[config.mk]
export PLATFORM = sky130hd
export DESIGN_NAME = rar_front
export DESIGN_NICKNAME = d
export VERILOG_FILES = /design/src/hw/rtl/rar_pkg.sv /design/src/hw/rtl/rar_front.sv
export SDC_FILE = /design/constraint.sdc
export NUM_CORES = 2
export LEC_CHECK = 0
export ABC_AREA = 1
export BUFFER_PORTS_ARGS = -buffer_cell sky130_fd_sc_hd__buf_2
export CORE_MARGIN = 10
export CORE_UTILIZATION = 40
export CTS_BUF_LIST = sky130_fd_sc_hd__clkbuf_16
export DETAILED_ROUTE_END_ITERATION = 16
export GPL_TIMING_DRIVEN = 0
export PLACE_DENSITY = 0.54
export SLEW_MARGIN = 20
export SYNTH_ARGS = -nofsm -noshare
export SYNTH_HDL_FRONTEND = slang
export SYNTH_SLANG_ARGS = --single-unit
[constraint.sdc]
create_clock -name clk -period 12.4 [get_ports clk]
set_input_delay 1.86 -clock clk [delete_from_list [all_inputs] [get_ports clk]]
set_output_delay 1.86 -clock clk [all_outputs]
set_load 0.01 [all_outputs]
[src/hw/rtl/rar_pkg.sv]
// ----------------------------------------------------------------------------
// rar_pkg
// Types, codes and defaults of the rational arithmetic block.
// ----------------------------------------------------------------------------
package rar_pkg;

    localparam int FIELD_W   = 32;
    localparam int WIDTH_DEF = 32;
    localparam int QDEPTH    = 2;

    localparam logic [1:0] OP_ADD = 2'd0;
    localparam logic [1:0] OP_SUB = 2'd1;
    localparam logic [1:0] OP_MUL = 2'd2;
    localparam logic [1:0] OP_DIV = 2'd3;

    localparam logic [1:0] KIND_FINITE = 2'd0;
    localparam logic [1:0] KIND_INF    = 2'd1;
    localparam logic [1:0] KIND_NAN    = 2'd2;

    typedef struct packed {
        logic [1:0]                 opcode;
        logic signed [FIELD_W-1:0]  a_num;
        logic signed [FIELD_W-1:0]  a_den;
        logic signed [FIELD_W-1:0]  b_num;
        logic signed [FIELD_W-1:0]  b_den;
    } in_item_t;

    typedef struct packed {
        logic signed [FIELD_W-1:0]  res_num;
        logic signed [FIELD_W-1:0]  res_den;
        logic [1:0]                 kind;
        logic                       is_integer;
        logic                       overflow;
    } out_item_t;

    // control flags of one queued job
    typedef struct packed {
        logic num_neg;
        logic den_neg;
        logic reduce;
    } job_flags_t;

endpackage

[src/hw/rtl/rar_front.sv]
// ----------------------------------------------------------------------------
// rar_front
// Accepts a beat, forms the cross products on one shared multiplier,
// combines them and classifies the pair before queuing it.
// ----------------------------------------------------------------------------
module rar_front #(
    parameter int WIDTH = rar_pkg::WIDTH_DEF
) (
    input  logic                 clk,
    input  logic                 rst_n,
    input  logic                 push,
    input  rar_pkg::in_item_t    item,
    output logic                 full,
    output logic                 job_wr,
    output rar_pkg::job_flags_t  job_flags,
    output logic [2*WIDTH-1:0]   job_num,
    output logic [2*WIDTH-1:0]   job_den,
    input  logic                 job_full
);
    import rar_pkg::*;

    localparam int PW = 2 * WIDTH;

    localparam logic [1:0] ST_IDLE = 2'd0;
    localparam logic [1:0] ST_MUL  = 2'd1;
    localparam logic [1:0] ST_COMB = 2'd2;
    localparam logic [1:0] ST_PUSH = 2'd3;

    logic [1:0]       state_reg, state_next;
    logic [1:0]       step_reg, step_next;
    logic [1:0]       op_reg;
    logic             an_s_reg, ad_s_reg, bn_s_reg, bd_s_reg;
    logic [WIDTH-1:0] an_reg, ad_reg, bn_reg, bd_reg;
    logic [PW-1:0]    p_reg [3];
    logic [WIDTH-1:0] mul_a, mul_b;
    logic [PW-1:0]    prod;
    job_flags_t       flags_reg;
    logic [PW-1:0]    num_reg, den_reg;
    logic             accept;

    // field to sign and magnitude
    function automatic logic [WIDTH-1:0] mag_of(input logic [FIELD_W-1:0] raw);
        logic [WIDTH-1:0] v;
        v = raw[WIDTH-1:0];
        return v[WIDTH-1] ? (~v + 1'b1) : v;
    endfunction

    assign full   = (state_reg != ST_IDLE);
    assign accept = push && !full;

    // operand select for the shared multiplier
    always_comb
    begin
        mul_a = an_reg;
        mul_b = bd_reg;
        unique case (step_reg)
            2'd0:
            begin
                mul_a = an_reg;
                mul_b = (op_reg == OP_MUL) ? bn_reg : bd_reg;
            end
            2'd1:
            begin
                mul_a = bn_reg;
                mul_b = ad_reg;
            end
            default:
            begin
                mul_a = ad_reg;
                mul_b = (op_reg == OP_DIV) ? bn_reg : bd_reg;
            end
        endcase
    end

    assign prod = PW'(mul_a) * PW'(mul_b);

    // combine products into numerator and denominator, then classify
    logic          s1_neg, s2_neg, sum_neg, dn_neg;
    logic [PW-1:0] sum_mag;
    job_flags_t    fl;
    logic [PW-1:0] nm, dm;
    logic          is_addsub;

    always_comb
    begin
        is_addsub = (op_reg == OP_ADD) || (op_reg == OP_SUB);
        s1_neg = (p_reg[0] != '0) &&
                 (an_s_reg ^ ((op_reg == OP_MUL) ? bn_s_reg : bd_s_reg));
        s2_neg = (p_reg[1] != '0) && (bn_s_reg ^ ad_s_reg ^ (op_reg == OP_SUB));
        dn_neg = (p_reg[2] != '0) &&
                 (ad_s_reg ^ ((op_reg == OP_DIV) ? bn_s_reg : bd_s_reg));
        if (!is_addsub)
        begin
            sum_mag = p_reg[0];
            sum_neg = s1_neg;
        end
        else if (s1_neg == s2_neg)
        begin
            sum_mag = p_reg[0] + p_reg[1];
            sum_neg = s1_neg;
        end
        else if (p_reg[0] >= p_reg[1])
        begin
            sum_mag = p_reg[0] - p_reg[1];
            sum_neg = s1_neg;
        end
        else
        begin
            sum_mag = p_reg[1] - p_reg[0];
            sum_neg = s2_neg;
        end
        if (sum_mag == '0)
        begin
            sum_neg = 1'b0;
        end
        nm = sum_mag;
        dm = p_reg[2];
        fl.num_neg = sum_neg;
        fl.den_neg = dn_neg;
        fl.reduce  = 1'b0;
        priority if ((!sum_neg && nm == PW'(1)) || (!dn_neg && dm == PW'(1)))
        begin
            fl.reduce = 1'b0;
        end
        else if (nm == '0)
        begin
            // zero numerator: result is 0/1
            dm = PW'(1);
            fl.den_neg = 1'b0;
        end
        else if (dm != '0)
        begin
            fl.reduce = 1'b1;
        end
        else
        begin
            // zero denominator: left unreduced
            fl.reduce = 1'b0;
        end
    end

    // sequencer
    always_comb
    begin
        state_next = state_reg;
        step_next  = step_reg;
        unique case (state_reg)
            ST_IDLE:
            begin
                if (accept)
                begin
                    state_next = ST_MUL;
                    step_next  = 2'd0;
                end
            end
            ST_MUL:
            begin
                if (step_reg == 2'd2)
                begin
                    state_next = ST_COMB;
                end
                step_next = step_reg + 1'b1;
            end
            ST_COMB:
            begin
                state_next = ST_PUSH;
            end
            default:
            begin
                if (!job_full)
                begin
                    state_next = ST_IDLE;
                end
            end
        endcase
    end

    always_ff @(posedge clk or negedge rst_n)
    begin
        if (!rst_n)
        begin
            state_reg <= ST_IDLE;
            step_reg  <= 2'd0;
        end
        else
        begin
            state_reg <= state_next;
            step_reg  <= step_next;
        end
    end

    // payload registers
    always_ff @(posedge clk)
    begin
        if (accept)
        begin
            op_reg   <= item.opcode;
            an_s_reg <= item.a_num[WIDTH-1];
            ad_s_reg <= item.a_den[WIDTH-1];
            bn_s_reg <= item.b_num[WIDTH-1];
            bd_s_reg <= item.b_den[WIDTH-1];
            an_reg   <= mag_of(item.a_num);
            ad_reg   <= mag_of(item.a_den);
            bn_reg   <= mag_of(item.b_num);
            bd_reg   <= mag_of(item.b_den);
        end
        if (state_reg == ST_MUL)
        begin
            p_reg[step_reg] <= prod;
        end
        if (state_reg == ST_COMB)
        begin
            flags_reg <= fl;
            num_reg   <= nm;
            den_reg   <= dm;
        end
    end

    assign job_wr    = (state_reg == ST_PUSH) && !job_full;
    assign job_flags = flags_reg;
    assign job_num   = num_reg;
    assign job_den   = den_reg;
endmodule

==> metrics.csv <==
metric,value,unit
status,finished clean,
routed via count,66220,
layout cell share with drive strength beyond 1,6.62,%
worst r2r path cells,35,
number of flip-flops in the largest register,192,
Worst R2R Start,step_reg[0],
post-synthesis instance total,9594,
number of buffers added on ports,266,
initial core utilization,40.3,%
synthesized area,71100,µm²
WP data required,12800,ps
H-tree Lvls,2,
post-DR wirelength/cell,28.3,µm
die height,442,µm
final slew viol count,0,
YS warnings,0,
Max-cap violations,0,
synth-to-layout area growth,9.36,%
Final Cell Area,77800,µm²
clock transition at the registers of the reported paths,60,ps
Crit-path slowest cell,o31ai_1,
Final WS setup,319,ps
dpl cell area,75900,µm²
Tot GR Track Use,34.7,%
DRC errors left,0,
via/cell ratio,5.37,
remaining antenna violation count,0,
Hold Path Stages,2,
distinct cell type count after synthesis,51,
largest net degree at the start of global routing,81,
CTS tree,done,
"commonest non-fill, non-tap cells in the layout","nand2_1 (2403), inv_1 (2102), nor2_1 (1186)",
CP most frequent cell,fa_1,
grt total ovfl,0,
Detailed Route Iter0 Violations,6383,
Final Hold Viols,0,
worst-case clock buffer depth,3,
Worst slew margin,18.4,%
"Primary FF master, synth",edfxtp_1,
Worst Hold Launch,p_reg[2][37],
Num CTS Buffers,55,
hold-critical path endpoint,job_den[37],
Worst-Skew Late Latency,690,ps
"critical path fanouts, max",10,
core area,176000,µm²
vias in the first global route,67181,
number of flops mapped to enable cells by yosys,457,
startpoint types,flip-flop,
"Avg Cell Area, Syn",7.41,µm²
Place WS,-260,ps
Setup crit end kind,flip-flop,
Setup-failing EPs final,0,
DP Wirelength,298000,µm
Ports,267,
Crit Path Category,flip-flop to flip-flop,
asr flop ratio synth,0.868,%
Util after Layout,44.1,%
RSZ-0062 raised after global routing,false,
Max stage delay on crit path,710,ps
die area,195000,µm²
Root Buffer,clkbuf_16,
"Arr. time, crit path",12480,ps
first-pass GRT wire length,485000,µm
fin nets,11431,
worst slew pin tran,1220,ps
clk sinks,461,
Pre-antenna DRT Iters,7,
Fin Clk Skew,93.3,ps
RD Place Congestion,1.10,
Worst Hold Class,flip-flop to flip-flop,
min Tclk post-route,12080,ps
register bit total from synthesis,461,
final worst-path cycle share,97.4,%
num rows,154,
antenna violations before repair,9,
Max Freq,82.8,MHz
reg2reg setup slack,320,ps
capturing point of the worst reg2reg path,p_reg[0][59],
final WL,348000,µm
"Seq/Total Area, Yosys",19.4,%
syn_nets,11092,
die width,442,µm
"commonest non-fill, non-tap cell in the layout",nand2_1,
[through the flow]
step	setup TNS [ps]	hold WS [ps]	std cells
2_1_floorplan	0	503	9594
3_3_place_gp	-11760	532	12200
3_5_place_dp	-2280	530	12216
4_1_cts	0	496	12317
5_1_grt	0	521	12318
6_report	0	512	12324
[cells by family after synthesis]
family	count (synthesis)	synth area share [%]
AND/OR/NAND/NOR	4296	24.5
buffers and inverters	2481	13.5
adder cells (fa/ha/maj)	1364	33.5
AO/OA/AOI/OAI	736	5.93
flip-flops	461	19.4
XOR/XNOR	256	3.15
[cell type report]
class | count | area, µm²
inverters | 2173 | 8170
well taps | 2340 | 2930
clock buffers | 55 | 1380
fillers | 18692 | 98700
multi-input cells | 6652 | 47900
clock inverters | 46 | 497
flip-flops and latches | 461 | 13800
plain buffers | 308 | 1430
diodes | 7 | 17.5
repair buffers | 282 | 1600
[layer usage]
layer,vias up,wire (µm),global-route usage (%)
met5,-,13,0
met4,2,34400,27.7
met3,907,26100,6.29
met2,3048,159000,56.9
met1,32599,128000,39.7
li1,29664,-,-
[cells in the mapped netlist (24+ instances only)]
master	number	share of area [%]
edfxtp_1	457	19
nor2_1	1186	6.3
a221o_1	32	0.45
clkbuf_1	206	1.1
nor2_2	24	0.21
inv_1	2093	11
nand3_1	392	2.8
o21ai_1	28	0.20
nor3_1	59	0.42
buf_2	47	0.33
ha_1	465	8.2
inv_2	50	0.26
clkinv_1	30	0.16
o21bai_1	41	0.43
nand2_1	2403	13
buf_4	33	0.35
nand4_1	92	0.81
a21oi_1	282	2.0
nor4_1	40	0.35
nand2_2	54	0.47
xor2_1	174	2.1
a31oi_1	62	0.55
o21ai_0	229	1.6
xnor2_1	82	1.0
fa_1	899	25
[worst max-delay path: cells and delay by family, from the launching register on]
kind / cells / cell delay (ps)
fa+ha+maj: 10 / 4650
simple gates: 5 / 890
flops: 1 / 360
buf+inv: 11 / 2590
xor+xnor: 1 / 490
compound gates: 8 / 2760
[how the worst max path moves through the flow]
| stage | from | end | slack (ps) | cells after the start |
|---|---|---|---|---|
| after detailed placement | op_reg[1] | p_reg[1][59] | -260 | 30 |
| final | step_reg[0] | p_reg[0][59] | 320 | 35 |
| after floorplan | op_reg[1] | p_reg[0][51] | 3740 | 34 |
| after global routing | op_reg[1] | p_reg[1][59] | 40 | 34 |
| after CTS | op_reg[1] | p_reg[2][38] | 340 | 33 |
| after global placement | op_reg[1] | p_reg[0][59] | -470 | 34 |
[what timing repair did]
action	CTS	global route
buffers inserted	0	0
gates cloned	0	0
endpoints found under the setup margin	31	30
resized for setup	3	4
hold buffers	0	0
Power is not shown: default switching activity piles up to over one toggle a cycle in this logic, so the estimate is an artifact.
