### src/hw/rtl/rar_pkg.sv
// ----------------------------------------------------------------------------
// rar_pkg
// Types, codes and defaults of the rational arithmetic block.
// ----------------------------------------------------------------------------
package rar_pkg;

    localparam int FIELD_W   = 32;
    localparam int WIDTH_DEF = 32;
    localparam int QDEPTH    = 2;

    localparam logic [1:0] OP_ADD = 2'd0;
    localparam logic [1:0] OP_SUB = 2'd1;
    localparam logic [1:0] OP_MUL = 2'd2;
    localparam logic [1:0] OP_DIV = 2'd3;

    localparam logic [1:0] KIND_FINITE = 2'd0;
    localparam logic [1:0] KIND_INF    = 2'd1;
    localparam logic [1:0] KIND_NAN    = 2'd2;

    typedef struct packed {
        logic [1:0]                 opcode;
        logic signed [FIELD_W-1:0]  a_num;
        logic signed [FIELD_W-1:0]  a_den;
        logic signed [FIELD_W-1:0]  b_num;
        logic signed [FIELD_W-1:0]  b_den;
    } in_item_t;

    typedef struct packed {
        logic signed [FIELD_W-1:0]  res_num;
        logic signed [FIELD_W-1:0]  res_den;
        logic [1:0]                 kind;
        logic                       is_integer;
        logic                       overflow;
    } out_item_t;

    // control flags of one queued job
    typedef struct packed {
        logic num_neg;
        logic den_neg;
        logic reduce;
    } job_flags_t;

endpackage

### src/hw/rtl/rar_back.sv
// ----------------------------------------------------------------------------
// rar_back
// Reduces a queued pair by a binary GCD and a shared restoring divider,
// then formats the result into the output register.
// ----------------------------------------------------------------------------
module rar_back #(
    parameter int WIDTH = rar_pkg::WIDTH_DEF
) (
    input  logic                 clk,
    input  logic                 rst_n,
    input  logic                 job_empty,
    input  rar_pkg::job_flags_t  job_flags,
    input  logic [2*WIDTH-1:0]   job_num,
    input  logic [2*WIDTH-1:0]   job_den,
    output logic                 job_rd,
    output rar_pkg::out_item_t   result,
    output logic                 empty,
    input  logic                 pop
);
    import rar_pkg::*;

    localparam int PW = 2 * WIDTH;
    localparam int KW = $clog2(PW + 1);

    localparam logic [2:0] ST_IDLE = 3'd0;
    localparam logic [2:0] ST_GCD  = 3'd1;
    localparam logic [2:0] ST_DIVN = 3'd2;
    localparam logic [2:0] ST_DIVD = 3'd3;
    localparam logic [2:0] ST_FIN  = 3'd4;

    logic [2:0]    state_reg, state_next;
    logic          nneg_reg, dneg_reg;
    logic [PW-1:0] nmag_reg, dmag_reg;
    logic [PW-1:0] x_reg, y_reg, g_reg;
    logic [KW-1:0] k_reg, cnt_reg;
    logic [PW-1:0] q_reg, rem_reg;
    logic          vld_reg;
    out_item_t     res_reg;

    logic          gcd_done, fin_go;
    logic [PW-1:0] g_val;
    logic [PW:0]   rem_sh;
    logic          sub_ok;

    assign gcd_done = (x_reg == '0) || (y_reg == '0);
    assign g_val    = (x_reg | y_reg) << k_reg;
    assign rem_sh   = {rem_reg, q_reg[PW-1]};
    assign sub_ok   = (rem_sh >= {1'b0, g_reg});
    assign fin_go   = (state_reg == ST_FIN) && (!vld_reg || pop);
    assign job_rd   = (state_reg == ST_IDLE) && !job_empty;

    // result formatting from the exact reduced pair
    logic [PW-1:0] nval, dval, half;
    out_item_t     fmt;
    always_comb
    begin
        half = PW'(1) << (WIDTH - 1);
        nval = nneg_reg ? (~nmag_reg + 1'b1) : nmag_reg;
        dval = dneg_reg ? (~dmag_reg + 1'b1) : dmag_reg;
        fmt.res_num = FIELD_W'($signed(nval[WIDTH-1:0]));
        fmt.res_den = FIELD_W'($signed(dval[WIDTH-1:0]));
        priority if (dmag_reg != '0)
        begin
            fmt.kind = KIND_FINITE;
        end
        else if (nmag_reg != '0)
        begin
            fmt.kind = KIND_INF;
        end
        else
        begin
            fmt.kind = KIND_NAN;
        end
        fmt.is_integer = (fmt.kind == KIND_FINITE) && !dneg_reg && (dmag_reg == PW'(1));
        fmt.overflow = !((nneg_reg ? (nmag_reg <= half) : (nmag_reg < half)) &&
                         (dneg_reg ? (dmag_reg <= half) : (dmag_reg < half)));
    end

    // sequencer
    always_comb
    begin
        state_next = state_reg;
        unique case (state_reg)
            ST_IDLE:
            begin
                if (!job_empty)
                begin
                    state_next = job_flags.reduce ? ST_GCD : ST_FIN;
                end
            end
            ST_GCD:
            begin
                if (gcd_done)
                begin
                    state_next = (g_val == PW'(1)) ? ST_FIN : ST_DIVN;
                end
            end
            ST_DIVN:
            begin
                if (cnt_reg == KW'(PW - 1))
                begin
                    state_next = ST_DIVD;
                end
            end
            ST_DIVD:
            begin
                if (cnt_reg == KW'(PW - 1))
                begin
                    state_next = ST_FIN;
                end
            end
            ST_FIN:
            begin
                if (fin_go)
                begin
                    state_next = ST_IDLE;
                end
            end
            default:
            begin
                state_next = ST_IDLE;
            end
        endcase
    end

    always_ff @(posedge clk or negedge rst_n)
    begin
        if (!rst_n)
        begin
            state_reg <= ST_IDLE;
            vld_reg   <= 1'b0;
        end
        else
        begin
            state_reg <= state_next;
            if (fin_go)
            begin
                vld_reg <= 1'b1;
            end
            else if (pop)
            begin
                vld_reg <= 1'b0;
            end
        end
    end

    // datapath: GCD steps, one divider bit per cycle
    always_ff @(posedge clk)
    begin
        unique case (state_reg)
            ST_IDLE:
            begin
                nneg_reg <= job_flags.num_neg;
                dneg_reg <= job_flags.den_neg;
                nmag_reg <= job_num;
                dmag_reg <= job_den;
                x_reg    <= job_num;
                y_reg    <= job_den;
                k_reg    <= '0;
            end
            ST_GCD:
            begin
                if (gcd_done)
                begin
                    g_reg   <= g_val;
                    q_reg   <= nmag_reg;
                    rem_reg <= '0;
                    cnt_reg <= '0;
                end
                else if (!x_reg[0] && !y_reg[0])
                begin
                    x_reg <= x_reg >> 1;
                    y_reg <= y_reg >> 1;
                    k_reg <= k_reg + 1'b1;
                end
                else if (!x_reg[0])
                begin
                    x_reg <= x_reg >> 1;
                end
                else if (!y_reg[0])
                begin
                    y_reg <= y_reg >> 1;
                end
                else if (x_reg >= y_reg)
                begin
                    x_reg <= (x_reg - y_reg) >> 1;
                end
                else
                begin
                    y_reg <= (y_reg - x_reg) >> 1;
                end
            end
            ST_DIVN, ST_DIVD:
            begin
                rem_reg <= sub_ok ? PW'(rem_sh - {1'b0, g_reg}) : rem_sh[PW-1:0];
                q_reg   <= {q_reg[PW-2:0], sub_ok};
                cnt_reg <= cnt_reg + 1'b1;
                if (cnt_reg == KW'(PW - 1))
                begin
                    cnt_reg <= '0;
                    rem_reg <= '0;
                    if (state_reg == ST_DIVN)
                    begin
                        nmag_reg <= {q_reg[PW-2:0], sub_ok};
                        q_reg    <= dmag_reg;
                    end
                    else
                    begin
                        dmag_reg <= {q_reg[PW-2:0], sub_ok};
                    end
                end
            end
            default:
            begin
                if (fin_go)
                begin
                    res_reg <= fmt;
                end
            end
        endcase
    end

    assign result = res_reg;
    assign empty  = !vld_reg;
endmodule

### config.mk
export PLATFORM = sky130hd
export DESIGN_NAME = rar_back
export DESIGN_NICKNAME = d
export VERILOG_FILES = /design/src/hw/rtl/rar_pkg.sv /design/src/hw/rtl/rar_back.sv
export SDC_FILE = /design/constraint.sdc
export NUM_CORES = 2
export LEC_CHECK = 0
export ABC_AREA = 1
export BUFFER_PORTS_ARGS = -buffer_cell sky130_fd_sc_hd__buf_4
export CAP_MARGIN = 20
export CORE_MARGIN = 5
export CORE_UTILIZATION = 35
export CTS_CLUSTER_DIAMETER = 60
export DETAILED_ROUTE_END_ITERATION = 10
export GPL_ROUTABILITY_DRIVEN = 0
export PLACE_DENSITY = 0.56
export RECOVER_POWER = 25
export SKIP_CTS_REPAIR_TIMING = 1
export SLEW_MARGIN = 20
export SYNTH_ARGS = -nofsm -noshare
export SYNTH_HDL_FRONTEND = slang
export SYNTH_SLANG_ARGS = --single-unit
### constraint.sdc
create_clock -name clk -period 10.55 [get_ports clk]
set_input_delay 0.5275 -clock clk [delete_from_list [all_inputs] [get_ports clk]]
set_output_delay 0.5275 -clock clk [all_outputs]
set_load 0.05 [all_outputs]
==> out/metrics.cfg <==
[routing]
wl_met3_microns=19800
dr.first_iter.drc_count=5563
drtAntennaViolNets=0
viasPerCell=5.64
drc=0
wl_met2_microns=70500
dr.pass1.iters=7
vias=42700
highest_layer=met5
wl_microns=172000
wl_per_cell_microns=22.8
met1Wirelength_microns=73900

[global_routing]
track_usage_pct=25.2
antenna_found_initial=9
overflow=0
grt_pass1_wl_microns=253000
grt_max_degree=232
grt_pass1_vias=39600

[synthesis]
ys_ff_latch=536
synth_nets=6188
synthMostInstantiatedCell=nand2_1
synth_area_leader_cell=edfxtp_1
synthArstFlopShare_pct=0.746
ys_warn_count=0
dominantRegCellSynth=edfxtp_1
synth.avg_cell_area_sq_um=7.49
synth_edf_count=532
netlist_area_sq_um=43400
synthCells=5790
netlist_top_cells_area=edfxtp_1, nand2_1, ha_1
ys_types=58
synthTopCellsByCount=nand2_1, nor2_1, inv_1, nand3_1, a21oi_1
yosysTopAreaCellShare_pct=36.8
ys_seq_area_share_pct=37.0

[hold_path]
hold_depth=1
min_path_type=in2reg

[clocking]
cts_max_path_buffers=3
numCtsBuffers=72
cts_max_level=3
path_clk_slew_ns=0.06
insertion_delay_ns=0.69
clkSinkCount=536
cts_tree=done
root_buffer=clkbuf_16

[worst_setup_path]
end_kind=flip-flop
worst-path-buf-inv=3
crit_path_max_fanout=77
arrival_ns=7.52
max_stage_delay_ns=2.33
start_kind=flip-flop
r2r_cells=7
crit_type=reg2reg
slowest_stage=nor2_1
crit_cells=7
crit_family=buffers and inverters
required_ns=10.88
cp_cell_sequence=nor2_2 > clkbuf_1 > inv_8 > nor2_1 > buf_4 > mux2i_1 > o22ai_1

[floorplan]
ios=205
row_count=129
start_util_pct=35.1
die_h_microns=362
die_area_sq_um=131000
core_sq_um=123000
die_x_microns=362

[sta]
slew_headroom_pct=-174
hold_viol=0
fin_tns_setup_ns=0
tightest_slew_ns=4.11
finalSetupViolations=0
skew_ns=0.0730
rsz0062_at_grt=no
whs_ns=0.0454
fin_crit_ns=7.19
post-route-period-util_pct=68.2
drv_slew=497
max_freq_mhz=139

[layout]
nets=6279
fin_util_pct=39.3
seq_area_sq_um=16100
drive_above_1_share_pct=6.30
multi_input_comb_area_sq_um=23700
largest_reg_flops=68
syn_to_final_growth_pct=11.7
fill_cells=12900

[power]
p_per_area_nw_per_um2=102
power.net_switching_uw=1120
internal_power_uw=3840
power_frac_clock_pct=50.8
ir_drop_uv=113
p_seq_share_pct=46.7
p_comb_share_pct=2.5
swShare_pct=22.6
total_leakage_power_uw=0.0209

[place]
dp_hpwl_microns=136000
place.port_buffers=204

[status]
violations=max-capacitance violations, max-slew violations
status=finished, violations left

[flow_run]
max_cap_violations=7

-- power groups by stage --
stage	Combinational (uW)	Clock [uW]	Sequential, uW
after floorplan	26.3	0	2360
after global placement	118	0	2360
after detailed placement	118	0	2360
after CTS	118	2570	2310
after global routing	127	2660	2310
final	122	2520	2310
-- final cells by class --
| cell class | instances | area share (%) |
|---|---|---|
| diodes | 1 | 0.00516 |
| clock buffers | 87 | 3.90 |
| clock inverters | 46 | 1.10 |
| inverters | 719 | 5.61 |
| multi-input cells | 4309 | 48.8 |
| flip-flops and latches | 536 | 33.2 |
| well taps | 1637 | 4.23 |
| repair buffers | 243 | 3.17 |
-- through the flow --
stage                     worst slack [ns]  total power, uW  cell area (sq um)  instances
final                                 3.36             4960              48500       7578
after floorplan                       3.13             2380              43400       5790
after global placement                5.81             2480              46400       7443
after detailed placement              5.68             2480              46400       7443
after CTS                             5.64             5000              48800       7576
after global routing                  3.32             5100              48500       7577
-- final timing paths --
check / to / slack [ns] / from
max: q_reg[46] / 3.36 / state_reg[2]
min: dneg_reg / 0.05 / job_flags[1]
max reg2reg: q_reg[46] / 3.36 / state_reg[2]
min reg2reg: result[36] / 0.51 / nmag_reg[0]
max in group asynchronous: vld_reg / 10.07 / rst_n
min in group asynchronous: state_reg[0] / 0.24 / rst_n
-- worst register-to-register path, delay by kind of cell, from the launching register on --
| family | cells | cell delay (ns) |
|---|---|---|
| AO/OA/AOI/OAI | 1 | 0.82 |
| buffers and inverters | 3 | 2.81 |
| flip-flops | 1 | 0.44 |
| multiplexers | 1 | 0.25 |
| AND/OR/NAND/NOR | 2 | 2.51 |
-- cell families (layout without fill, tap and decap cells) --
group / after synthesis / after routing / share of synthesized area [%]
compound gates: 1257 / 1257 / 16.1
xor+xnor: 225 / 225 / 4.54
fa+ha+maj: 263 / 263 / 7.64
buf+inv: 945 / 1095 / 8.60
flops: 536 / 536 / 37.0
mux: 49 / 49 / 1.13
other cells: 0 / 1 / 0
simple gates: 2515 / 2515 / 25.0
-- metal layers --
layer	GRT usage (%)	up-vias
li1	-	19900
met1	35.3	20100
met2	36.4	2321
met3	6.72	350
met4	10.9	2
met5	0	-
-- layout by cell type (no fill, tap or decap), types with 73 or more instances in the layout --
cell	count
a21oi_1	539
buf_4	163
clkbuf_1	89
clkbuf_16	73
edfxtp_1	532
ha_1	260
inv_1	704
nand2_1	911
nand3_1	643
nor2_1	701
o21ai_0	338
o22ai_1	99
xor2_1	187
(Power assumes the default switching activity.)
