===== src/hw/rtl/rar_pkg.sv =====
// ----------------------------------------------------------------------------
// rar_pkg
// Types, codes and defaults of the rational arithmetic block.
// ----------------------------------------------------------------------------
package rar_pkg;

    localparam int FIELD_W   = 32;
    localparam int WIDTH_DEF = 32;
    localparam int QDEPTH    = 2;

    localparam logic [1:0] OP_ADD = 2'd0;
    localparam logic [1:0] OP_SUB = 2'd1;
    localparam logic [1:0] OP_MUL = 2'd2;
    localparam logic [1:0] OP_DIV = 2'd3;

    localparam logic [1:0] KIND_FINITE = 2'd0;
    localparam logic [1:0] KIND_INF    = 2'd1;
    localparam logic [1:0] KIND_NAN    = 2'd2;

    typedef struct packed {
        logic [1:0]                 opcode;
        logic signed [FIELD_W-1:0]  a_num;
        logic signed [FIELD_W-1:0]  a_den;
        logic signed [FIELD_W-1:0]  b_num;
        logic signed [FIELD_W-1:0]  b_den;
    } in_item_t;

    typedef struct packed {
        logic signed [FIELD_W-1:0]  res_num;
        logic signed [FIELD_W-1:0]  res_den;
        logic [1:0]                 kind;
        logic                       is_integer;
        logic                       overflow;
    } out_item_t;

    // control flags of one queued job
    typedef struct packed {
        logic num_neg;
        logic den_neg;
        logic reduce;
    } job_flags_t;

endpackage


===== src/hw/rtl/rar_queue.sv =====
// ----------------------------------------------------------------------------
// rar_queue
// Short FIFO between the front and the back of the block.
// ----------------------------------------------------------------------------
module rar_queue #(
    parameter int DATA_W = 8,
    parameter int DEPTH  = rar_pkg::QDEPTH
) (
    input  logic              clk,
    input  logic              rst_n,
    input  logic              wr_en,
    input  logic [DATA_W-1:0] wr_data,
    output logic              q_full,
    input  logic              rd_en,
    output logic [DATA_W-1:0] rd_data,
    output logic              q_empty
);
    localparam int PTR_W = (DEPTH > 1) ? $clog2(DEPTH) : 1;
    localparam int CNT_W = $clog2(DEPTH + 1);

    logic [DATA_W-1:0] mem_reg [DEPTH];
    logic [PTR_W-1:0]  wp_reg, rp_reg;
    logic [CNT_W-1:0]  cnt_reg;
    logic              do_wr, do_rd;

    assign q_full  = (cnt_reg == CNT_W'(DEPTH));
    assign q_empty = (cnt_reg == '0);
    assign do_wr   = wr_en && !q_full;
    assign do_rd   = rd_en && !q_empty;
    assign rd_data = mem_reg[rp_reg];

    // storage
    always_ff @(posedge clk)
    begin
        if (do_wr)
        begin
            mem_reg[wp_reg] <= wr_data;
        end
    end

    // pointers and fill count
    always_ff @(posedge clk or negedge rst_n)
    begin
        if (!rst_n)
        begin
            wp_reg  <= '0;
            rp_reg  <= '0;
            cnt_reg <= '0;
        end
        else
        begin
            if (do_wr)
            begin
                wp_reg <= (wp_reg == PTR_W'(DEPTH - 1)) ? '0 : wp_reg + 1'b1;
            end
            if (do_rd)
            begin
                rp_reg <= (rp_reg == PTR_W'(DEPTH - 1)) ? '0 : rp_reg + 1'b1;
            end
            if (do_wr && !do_rd)
            begin
                cnt_reg <= cnt_reg + 1'b1;
            end
            else if (do_rd && !do_wr)
            begin
                cnt_reg <= cnt_reg - 1'b1;
            end
        end
    end
endmodule


===== config.mk =====
export PLATFORM = sky130hd
export DESIGN_NAME = rar_queue
export DESIGN_NICKNAME = d
export VERILOG_FILES = /design/src/hw/rtl/rar_pkg.sv /design/src/hw/rtl/rar_queue.sv
export SDC_FILE = /design/constraint.sdc
export NUM_CORES = 1
export LEC_CHECK = 0
export ABC_AREA = 1
export BUFFER_PORTS_ARGS = -buffer_cell sky130_fd_sc_hd__buf_2
export CORE_ASPECT_RATIO = 1.2
export CORE_MARGIN = 10
export CORE_UTILIZATION = 40
export CTS_CLUSTER_DIAMETER = 80
export DETAILED_ROUTE_END_ITERATION = 8
export GPL_TIMING_DRIVEN = 0
export SYNTH_ARGS = -nofsm -noshare
export SYNTH_HDL_FRONTEND = slang
export SYNTH_SLANG_ARGS = --single-unit

===== constraint.sdc =====
create_clock -name clk -period 1.5 [get_ports clk]
set_input_delay 0.3 -clock clk [delete_from_list [all_inputs] [get_ports clk]]
set_output_delay 0.3 -clock clk [all_outputs]
set_load 0.1 [all_outputs]

==> flow_results.org, run 1 <==
** Run status
- The run finished, with violations left.
- Failing checks :: setup timing

** Detailed routing
- The routed design has 1720 um of wire.
- In the routed design, unresolved DRC markers number 0.
- In the final routed layout, each cell accounts on average for 13.9 um.
- The first TritonRoute pass finished after 4 iterations.
- Once detail routing completed, the nets flagged for antenna violations numbered 0.
- The detailed router finished its first iteration with 11 violations.
- Routed vias :: 600
- In the routed layout, each cell is associated on average with a via count of 4.84.

** STA
- Max transition margin :: 0.716
- For the final database, setup skew stands at 0.000937 ns.
- Least setup slack across all paths after layout :: -0.0806 ns
- Unrepaired setup endpoints after global routing :: yes
- FMAX :: 0.633 GHz
- Setup violations remaining at the end of the flow were counted as 8.
- For the finished layout, the period the worst path requires is 1.58 ns.
- The final hold violation count was 0.
- Of the available clock period, the critical path in the final layout requires 1.05.
- For the pin with the worst max-slew slack, the measured transition is roughly 0.42 ns.
- The count of final max-slew check failures was 0.

** Clock tree
- Clock-pin slew on the worst setup and hold paths :: roughly 0.1 ns
- The number of clock buffers added by TritonCTS is 3.
- In this run the number of H-tree levels came out at 1.
- Clk_lat worst skew :: 0.29 ns
- Sinks on Clock Net :: 20
- Clock Root Buffer :: clkbuf_4
- TritonCTS built the clock tree.
- Buffer levels on the longest clock path :: 2

** Yosys
- Of the post-synthesis cell area, the dominant cell type holds 0.594.
- Most area-consuming cells after synthesis :: edfxtp_1 (59%), nand2_1 (15%), dfrtp_1 (12%)
- After synthesis, the netlist uses 14 different library cells.
- Yosys printed 0 warnings.
- Largest area contributor in the synthesized netlist :: edfxtp_1
- Averaged over all synthesized cells, the footprint is 11.1 um^2.
- Netlist area before placement :: 810 um^2
- Synthesis handed over a netlist of 73 instances.
- Of the synthesized area, sequential elements account for 0.717.
- Counting flops and latches in the post-synthesis netlist gives 20.
- When the netlist entered floorplanning its net count stood at 86.

** Global route
- The first global-routing pass estimated 2840 um of wire.
- The number of antenna violations at the first check in global routing was 0.
- In the global route stage, overall resource usage came out at 0.0873.
- Entering global routing, the biggest net connects 12 pins.
- The number of global-route vias before repair is about 650.
- Global routing finished with a remaining overflow of 0.

** Setup path
- In this run the worst path has a maximum fanout of 5.
- Startpoint class of the critical path :: flop
- At the worst endpoint, the required time is 1.20 ns.
- The worst setup path is captured at an output pin.
- Startpoint-to-endpoint class of the critical path :: reg -> out
- For the worst setup path, the data arrival time is 1.28 ns.

** Finish
- From synthesis to final layout, the design area changed by 56.9%.
- At the end of the flow the core is filled with cells to 0.671.
- Diodes inserted :: 0
- FILL cells :: about 150
- Fraction of layout cells with a size suffix above 1 :: 0.533
- Largest register FFs :: 16
- In the final design database the tool counted between 100 and 150 nets.

** Floorplanning
- In this run the horizontal extent of the chip is about 61 um.
- For this configuration, the core starts out at a cell density of 0.428.
- Core Region :: roughly 0.0019 mm^2
- Row generation in the floorplan step produced 17 rows.
- The die covers roughly 0.0042 mm^2.
- Number of ports placed on the die boundary :: 22
- Die extent in y :: 69.3 um

** Run
- Max-capacitance violation count :: 0

** Placed design
- Routability-driven placement finished with a final weighted congestion of 0.665.
- The wire-length estimate of the detail-placed layout is 1150 um.
- During placement, the flow inserted port buffers numbering 21.

** Hold path
- Path type of the worst min-delay path :: in -> reg
==> worst paths after layout <==
kind | start | endpoint | slack (ns) | cells after the start
max | rp_reg | rd_data[0] | -0.08 | 5
min in group asynchronous | rst_n | cnt_reg[0] | 0.32 | 2
max reg2reg | cnt_reg[1] | cnt_reg[1] | 0.12 | 8
min | wr_data[1] | mem_reg[1][1] | 0.19 | 1
min reg2reg | wp_reg | wp_reg | 0.51 | 2
max in group asynchronous | rst_n | cnt_reg[0] | 1.05 | 2
==> cells in the final DEF (no fill, tap or decap) <==
| master | instances |
|---|---|
| buf_12 | 11 |
| dlygate4sd3_1 | 1 |
| inv_2 | 2 |
| dfrtp_1 | 3 |
| nand3b_1 | 1 |
| buf_6 | 1 |
| ha_1 | 1 |
| nor2_2 | 2 |
| buf_2 | 12 |
| o21ai_1 | 1 |
| clkinv_1 | 1 |
| nand2_2 | 13 |
| nand4_1 | 1 |
| nand3_1 | 1 |
| xnor2_1 | 1 |
| edfxtp_1 | 16 |
| clkinvlp_4 | 1 |
| buf_4 | 3 |
| nand2_1 | 16 |
| inv_1 | 5 |
| o21ai_0 | 1 |
| clkbuf_4 | 3 |
| nand2_4 | 4 |
| dfrtp_2 | 1 |
| inv_6 | 1 |
| nor2_4 | 2 |
==> synth_stat cells <==
cell type / n
edfxtp_1: 16
xnor2_1: 1
nand4_1: 1
ha_1: 1
nor2_1: 2
inv_1: 7
nand3b_1: 1
buf_2: 1
nand3_1: 1
nor2_2: 2
dfrtp_1: 4
inv_2: 1
o21ai_0: 2
nand2_1: 33
==> timing repair <==
action / CTS / global route
endpoints found under the hold margin: 4 / 0
gates cloned: 2 / 0
hold buffers: 1 / 0
pin swaps: 1 / 3
buffers inserted: 3 / 1
endpoints found under the setup margin: 18 / 13
resized for setup: 51 / 9
==> layer usage <==
metal  track usage  vias up  share of wire
met1        0.0923      282           0.37
met2         0.152       16           0.57
met4        0.0453        0          0.022
li1              -      298              -
met3        0.0165        4          0.040
met5             0        -              0
==> per-stage QoR <==
stage / cell area [um^2] / worst slack (ns) / instances / hold slack [ns] / TNS (ns)
after floorplan: 838 / -0.183 / 73 / 0.00441 / -0.424
after global placement: 967 / -0.0631 / 113 / 0.107 / -0.908
after detailed placement: 967 / -0.0821 / 113 / 0.111 / -1.11
after CTS: 1230 / -0.0850 / 123 / 0.180 / -0.440
after global routing: 1270 / -0.154 / 124 / 0.173 / -0.917
final: 1270 / -0.0806 / 124 / 0.190 / -0.408
==> kinds of logic after synthesis <==
| group | synth area share |
|---|---|
| AO/OA/AOI/OAI | 0.0124 |
| adder cells (fa/ha/maj) | 0.0155 |
| flip-flops | 0.717 |
| XOR/XNOR | 0.0108 |
| AND/OR/NAND/NOR | 0.201 |
| buffers and inverters | 0.0433 |
==> worst max-delay path, cell delays in order, from the launching register on <==
cell	delay, ns
dfrtp_1	0.38
buf_6	0.15
clkinvlp_4	0.15
nand2_2	0.09
nand2_2	0.06
buf_12	0.16
==> layout make-up <==
cell class,count,area [um^2],area share
sequential,20,582,0.458
timing repair buffer,27,313,0.246
timing repair inverter,1,7.51,0.00591
multi-input combinational,44,272,0.214
clock inverter,1,3.75,0.00296
inverter,8,35.0,0.0276
buffer,1,11.3,0.00887
clock buffer,3,22.5,0.0177
tap,19,23.8,0.0187
Power of run 1 is not shown: default switching activity piles up to over one toggle a cycle in this logic, so the estimate is an artifact.
==> run 2, diff against run 1 <==
--- a/config.mk
+++ b/config.mk
@@ -7,7 +7,7 @@
 export LEC_CHECK = 0
 export ABC_AREA = 1
 export BUFFER_PORTS_ARGS = -buffer_cell sky130_fd_sc_hd__buf_2
-export CORE_ASPECT_RATIO = 1.2
+export CORE_ASPECT_RATIO = 1.5
 export CORE_MARGIN = 10
 export CORE_UTILIZATION = 40
 export CTS_CLUSTER_DIAMETER = 80
==> flow_results.org, run 2 (synthesis results as in run 1) <==
** Finish
- Relative to the synthesized area, the layout overhead comes to 54.3%.
- The number of nets in the layout came to 120 (+0.84%).
- Number of non-filler instances in the completed layout :: 127 (+2.4%)
- Leading cell types in the layout, fill and taps excluded :: nand2_1 (23), edfxtp_1 (16), buf_2 (12)
- The number of antenna cells inserted was 0 (unchanged).
- The flip-flop count of the largest register, all copies and words added came to 16 (unchanged).
- The library cell used most frequently in the layout, excluding fill and tap cells, is nand2_1.
- The fraction of layout instances using a drive strength above 1 is 0.481 (-0.0522).

** STA
- Setup repair after global routing could not meet its margin everywhere.
- Endpoints failing hold :: 0 (unchanged)
- Final number of max-transition violations :: 0 (unchanged)
- FMAX :: 0.636 GHz (+0.61%)
- The worst-case headroom to the max-slew limit is 0.731 (+0.0142).
- The final number of setup-violating endpoints came to 8 (unchanged).
- The shortest clock period the worst path allows after layout was 1.57 ns (-0.00952 ns).
- Post-route fraction of the period consumed by the critical path :: 1.05 (-0.00635)
- The setup TNS came to -0.444 ns (-0.0362 ns).
- Least setup slack across all paths after layout :: -0.0711 ns (+0.00952 ns)
- Transition time at the pin with the least slew margin :: 0.404 ns (-0.0173 ns)
- Final clock skew :: 0.00238 ns (+0.00144 ns)
- The final hold slack came to 0.184 ns (-0.00570 ns).

** Floorplanning
- The floorplan die area is 0.00426 mm^2 (+0.70%).
- Starting density of the core :: 0.431 (+0.00342)
- Number of ports placed on the die boundary :: 22 (unchanged)
- The number of rows created at floorplan was 19 (+2).
- Core Region :: 0.00188 mm^2 (-0.79%)
- Die extent in y :: 75.1 um (+8.4%)
- Die span in x :: 56.7 um (-7.1%)

** Setup path
- The cell that appears most often on the critical path is nand2_2.
- The largest driver fanout on the critical path came to 6 (+1).
- The maximum single-stage delay on the critical path came to 0.42 ns (+0.04 ns).
- Worst reg-to-reg path cell count :: 8 (unchanged)
- The number of buffer and inverter stages on the critical path is 3 (unchanged).
- Worst setup path startpoint :: rp_reg
- Setup slack on the worst flop-to-flop path :: 0.06 ns (-0.06 ns)
- In this run the worst setup path terminates at rd_data[4].
- Worst path depth :: 5 (unchanged)
- Startpoint-to-endpoint class of the critical path :: reg -> out
- In this run the critical register-to-register path is captured at cnt_reg[1].
- Cell type group with the largest total delay on the critical path :: buffers and inverters
- Critical Path, Cell by Cell :: buf_6 > buf_4 > nand2_2 > nand2_2 > buf_12
- FF-to-FF Start :: cnt_reg[1]
- On the critical path, the stage with the largest delay is an instance of dfrtp_1.
- The worst path required time was 1.20 ns (about the same).
- The worst setup path is captured at an output pin.
- Startpoint class of the critical path :: flop
- The data arrival time of the critical path came to 1.27 ns (about the same).

** Detailed routing
- The routed length per placed instance came to 14.8 um (+6.4%).
- The number of detailed-routing iterations run before antenna repair was 4 (unchanged).
- Detailed Route WL :: 1880 um (+8.9%)
- The detail-routed via count per cell is 4.92 (+1.7%).
- The via count is 625 (+4.2%).
- The count of antenna-violating nets left after detailed routing is 0 (unchanged).
- Drt initial violations :: 17 (+6)
- The number of design rule violations left after detail routing was 0 (unchanged).

** Global route
- The combined global-route utilization of all metal layers came to 0.0857 (-0.00153).
- Vias in the first global route :: 665 (+2.0%)
- The global-route wire length before repair is 2930 um (+3.2%).
- Maximum number of pins on one net before global-route repair :: 13 (+1)
- The global-route congestion overflow total is 0 (unchanged).
- Antenna violations before repair :: 0 (unchanged)

** Run status
- The final reports fail on setup timing.
- The flow ran to the end, but the final reports show violations.

** Clock tree
- The clock latency reported for the late side of the worst-skew pair came to 0.29 ns (about the same).
- TritonCTS built the clock tree.
- Sinks on Clock Net :: 20 (unchanged)
- The tree is rooted in a clkbuf_4.
- The maximum buffer depth of the clock tree came to 2 (unchanged).
- CTS buffer count :: 3 (unchanged)
- The clock-pin slew reported for the worst setup and hold paths after clock tree synthesis came to 0.11 ns (about the same).
- H-tree depth :: 1 (unchanged)

** Hold path
- Path type of the worst min-delay path :: in -> reg
- In this run the most critical hold path is launched from wr_data[3].

** Placed design
- The number of port buffers was 21 (unchanged).
- The number of cells after detailed placement is 115 (+1.8%).
- GPL Wtd Cong :: 0.612 (-8.0%)
- DPL Wire Length :: 1300 um (+13%)

** Run
- Max-capacitance violation count :: 0 (unchanged)
==> run 2: cell types whose count changed in the layout (fill, tap and decap cells not counted), sizes merged <==
| cell | previous run | this run |
|---|---|---|
| buf | 27 | 28 |
| bufinv | 0 | 1 |
| clkinv | 1 | 0 |
==> run 2: how the worst min path moves through the flow <==
| stage | cells after the start | end | slack, ns |
|---|---|---|---|
| CTS | 1 | mem_reg[0][2] | 0.18 |
| detailed placement | 1 | cnt_reg[1] | 0.11 |
| global route | 1 | mem_reg[0][3] | 0.16 |
| finish | 1 | mem_reg[0][3] | 0.18 |
| global placement | 1 | cnt_reg[1] | 0.11 |
| floorplan | 0 | cnt_reg[0] | 0.004 |
==> run 2: final cells by class <==
type / count / area [um^2]
Fill cell: 151 / 629
Sequential cell: 20 / 582
Timing Repair Buffer: 28 / 308
Multi-Input combinational cell: 44 / 229
Inverter: 8 / 32.5
Clock inverter: 1 / 30.0
Tap cell: 21 / 26.3
Clock buffer: 3 / 22.5
Buffer: 1 / 11.3
Timing Repair inverter: 1 / 7.51
==> run 2: timing repair <==
| item | 4_1_cts | 5_1_grt |
|---|---|---|
| gates resized for setup | 40 | 7 |
| setup buffers | 1 | 4 |
| hold buffers | 1 | 0 |
| gates cloned | 2 | 0 |
| pin swaps | 0 | 4 |
| endpoints found under the hold margin | 4 | 0 |
| endpoints found under the setup margin | 18 | 11 |
==> run 2: through the flow <==
step	setup WS [ns]	utilization	instance area, um^2
detailed placement	-0.0894	0.516	970
CTS	-0.0849	0.637	1200
finish	-0.0711	0.665	1250
global placement	-0.0600	0.516	970
floorplan	-0.183	-	838
global route	-0.183	0.665	1250
==> run 2: per-layer routing <==
metal  vias to the layer above  part of all wire  GRT usage
met5                         -                 0          0
met4                         0            0.0075     0.0550
met3                         2             0.058     0.0202
met2                        17              0.58      0.160
met1                       303              0.36     0.0828
li1                        303                 -          -
Power of run 2 is left out for the same reason.
==> run 3, diff against run 2 <==
--- a/config.mk
+++ b/config.mk
@@ -7,12 +7,12 @@
 export LEC_CHECK = 0
 export ABC_AREA = 1
 export BUFFER_PORTS_ARGS = -buffer_cell sky130_fd_sc_hd__buf_2
-export CORE_ASPECT_RATIO = 1.5
 export CORE_MARGIN = 10
-export CORE_UTILIZATION = 40
+export CORE_UTILIZATION = 45
 export CTS_CLUSTER_DIAMETER = 80
 export DETAILED_ROUTE_END_ITERATION = 8
 export GPL_TIMING_DRIVEN = 0
+export PLACE_DENSITY = 0.7
 export SYNTH_ARGS = -nofsm -noshare
 export SYNTH_HDL_FRONTEND = slang
 export SYNTH_SLANG_ARGS = --single-unit
==> flow_results.org, run 3 (synthesis results as in run 1) <==
** Run status
- The run finished, with violations left.
- The checks that failed: setup timing.

** Floorplanning
- Number of cell rows :: 15 (-4)
- The number of I/O pins is 22 (unchanged).
- The starting utilization of the core area is 0.474 (+0.0429).
- Die span in x :: 62.4 um (+10%)
- Die area :: 0.00390 mm^2 (-8.6%)
- Core Region :: 0.00171 mm^2 (-9.1%)
- The vertical die dimension is 62.4 um (-17%).

** Placed design
- DPL Wire Length :: 1130 um (-13%)
- The number of port buffers is 21 (unchanged).
- GPL Wtd Cong :: 0.719 (+17%)

** STA
- Least setup slack across all paths after layout :: -0.0520 ns (+0.0191 ns)
- The post-route fraction of the period consumed by the critical path was 1.03 (-0.0127).
- Final total negative setup slack :: -0.241 ns (+0.203 ns)
- The final number of setup-violating endpoints was 8 (unchanged).
- Unrepaired setup endpoints after global routing :: yes
- Minimum clock period :: 1.55 ns (-0.0191 ns)
- Final number of max-transition violations :: 0 (unchanged)
- The worst clock skew on the final layout came to 0.00258 ns (+0.000197 ns).
- Transition time at the pin with the least slew margin :: 0.447 ns (+0.0436 ns)
- The final hold violation count was 0 (unchanged).
- The timing-limited maximum frequency came to 0.644 GHz (+1.2%).
- The worst-case headroom to the max-slew limit was 0.701 (-0.0291).

** Setup path
- The critical path is of the reg -> out type.
- Startpoint class of the critical path :: flop
- In this run the worst setup path begins at rp_reg.
- The worst setup path is captured at an output pin.
- Largest stage delay on the critical path :: 0.38 ns (-0.04 ns)
- The number of buffer and inverter stages on the critical path was 3 (unchanged).
- Following the worst setup path forward leads to its endpoint at rd_data[2].
- FF-to-FF Start :: cnt_reg[1]
- Worst reg-to-reg path cell count :: 3 (-5)
- The worst path required time came to 1.20 ns (about the same).
- Crit path DAT :: 1.25 ns (-0.02 ns)
- The setup slack on the worst flop-to-flop path came to 0.07 ns (about the same).
- The largest driver fanout on the critical path came to 6 (unchanged).
- Worst r2r dst :: mem_reg[1][7]
- In this design, the largest share of critical-path delay is due to buffers and inverters.
- Cell at the slowest stage of the critical path :: dfrtp_1
- Worst path depth :: 5 (unchanged)
- The signal on the critical path passes through buf_6 > clkinvlp_4 > nand2_1 > nand2_2 > buf_12.

** Finish
- Diodes inserted :: 0 (unchanged)
- The flip-flop count of the largest register, all copies and words added is 16 (unchanged).
- Number of nets at the end of the flow :: 117 (-2.5%)
- The fraction of layout instances using a drive strength above 1 is 0.456 (-0.0248).
- From synthesis to final layout, the design area changed by 48.7%.
- Final design utilization :: 0.705 (+0.0399)
- In the layout the commonest cells are nand2_1 (24), edfxtp_1 (16), buf_2 (12).
- Most common cell after layout, fill and taps aside :: nand2_1

** Hold path
- Path type of the worst min-delay path :: in -> reg

** Clock tree
- Clock Root Buffer :: clkbuf_4
- H-tree depth :: 1 (unchanged)
- CTS tree :: done
- The clock-pin slew reported for the worst setup and hold paths after clock tree synthesis is 0.10 ns (about the same).
- Clk_lat worst skew :: 0.29 ns (about the same)
- The maximum buffer depth of the clock tree came to 2 (unchanged).
- The count of clock tree sinks is 20 (unchanged).
- The clock buffer count from CTS is 3 (unchanged).

** Detailed routing
- The via count is 612 (-2.1%).
- The number of DRC markers after the initial detailed-route iteration came to 24 (+7).
- Average routed wire per standard cell :: 14.2 um (-3.9%)
- Via density per instance :: 4.78 (-2.8%)
- Detailed Route WL :: 1820 um (-3.1%)
- The count of antenna-violating nets left after detailed routing came to 0 (unchanged).
- DR pass1 iterations :: 4 (unchanged)
- DR DRC count :: 0 (unchanged)

** Global route
- Maximum number of pins on one net before global-route repair :: 12 (-1)
- Global-route wire length before repair :: 3070 um (+5.0%)
- Vias in the first global route :: 697 (+4.8%)
- Antenna violations before repair :: 0 (unchanged)
- The combined global-route utilization of all metal layers was 0.0976 (+0.0118).
- Remaining Overflow, GRT :: 0 (unchanged)

** Run
- The count of maximum capacitance violations was 0 (unchanged).
## run 3: area by class of cell
type	count	area, um^2
multi-input cells	44	231
inverters	8	32.5
repair inverters	1	7.51
well taps	25	31.3
repair buffers	25	280
clock buffers	3	22.5
flip-flops and latches	20	583
fillers	118	504
plain buffers	1	11.3
clock inverters	1	3.75
## run 3: per-stage QoR
step,hold WS [ns],setup slack [ns],cells,cell area (um^2)
CTS,0.183,-0.0507,128,1180
floorplan,0.00441,-0.183,73,838
global route,0.168,-0.158,128,1200
global placement,0.107,-0.0758,119,975
finish,0.193,-0.0520,128,1200
detailed placement,0.109,-0.0858,119,975
## run 3: how the worst min path moves through the flow
stage / slack (ns) / from / end / cells after the start
after floorplan: 0.004 / rst_n / cnt_reg[0] / 0
after global placement: 0.11 / rst_n / wp_reg / 1
after detailed placement: 0.11 / rst_n / wp_reg / 1
after CTS: 0.18 / wr_data[0] / mem_reg[0][0] / 1
after global routing: 0.17 / wr_data[4] / mem_reg[0][4] / 1
final: 0.19 / wr_data[0] / mem_reg[1][0] / 1
## run 3: timing repair
item | CTS | global route
gates resized for setup | 40 | 7
gates cloned | 2 | 0
setup buffers | 2 | 0
hold buffers | 1 | 0
endpoints found under the hold margin | 4 | 0
endpoints found under the setup margin | 18 | 10
## run 3: worst register-to-register path: stages, from the launching register on
cell     delay, ns
dfrtp_2       0.47
inv_2         0.11
o21ai_0       0.13
nor2_2        0.39
## run 3: per-layer routing
metal	up-vias	GRT usage	routed length, um
li1	297	-	-
met3	4	0.0376	99
met4	0	0.0559	19
met1	298	0.0949	723
met2	13	0.172	974
met5	-	0	0
Power of run 3 is left out for the same reason.
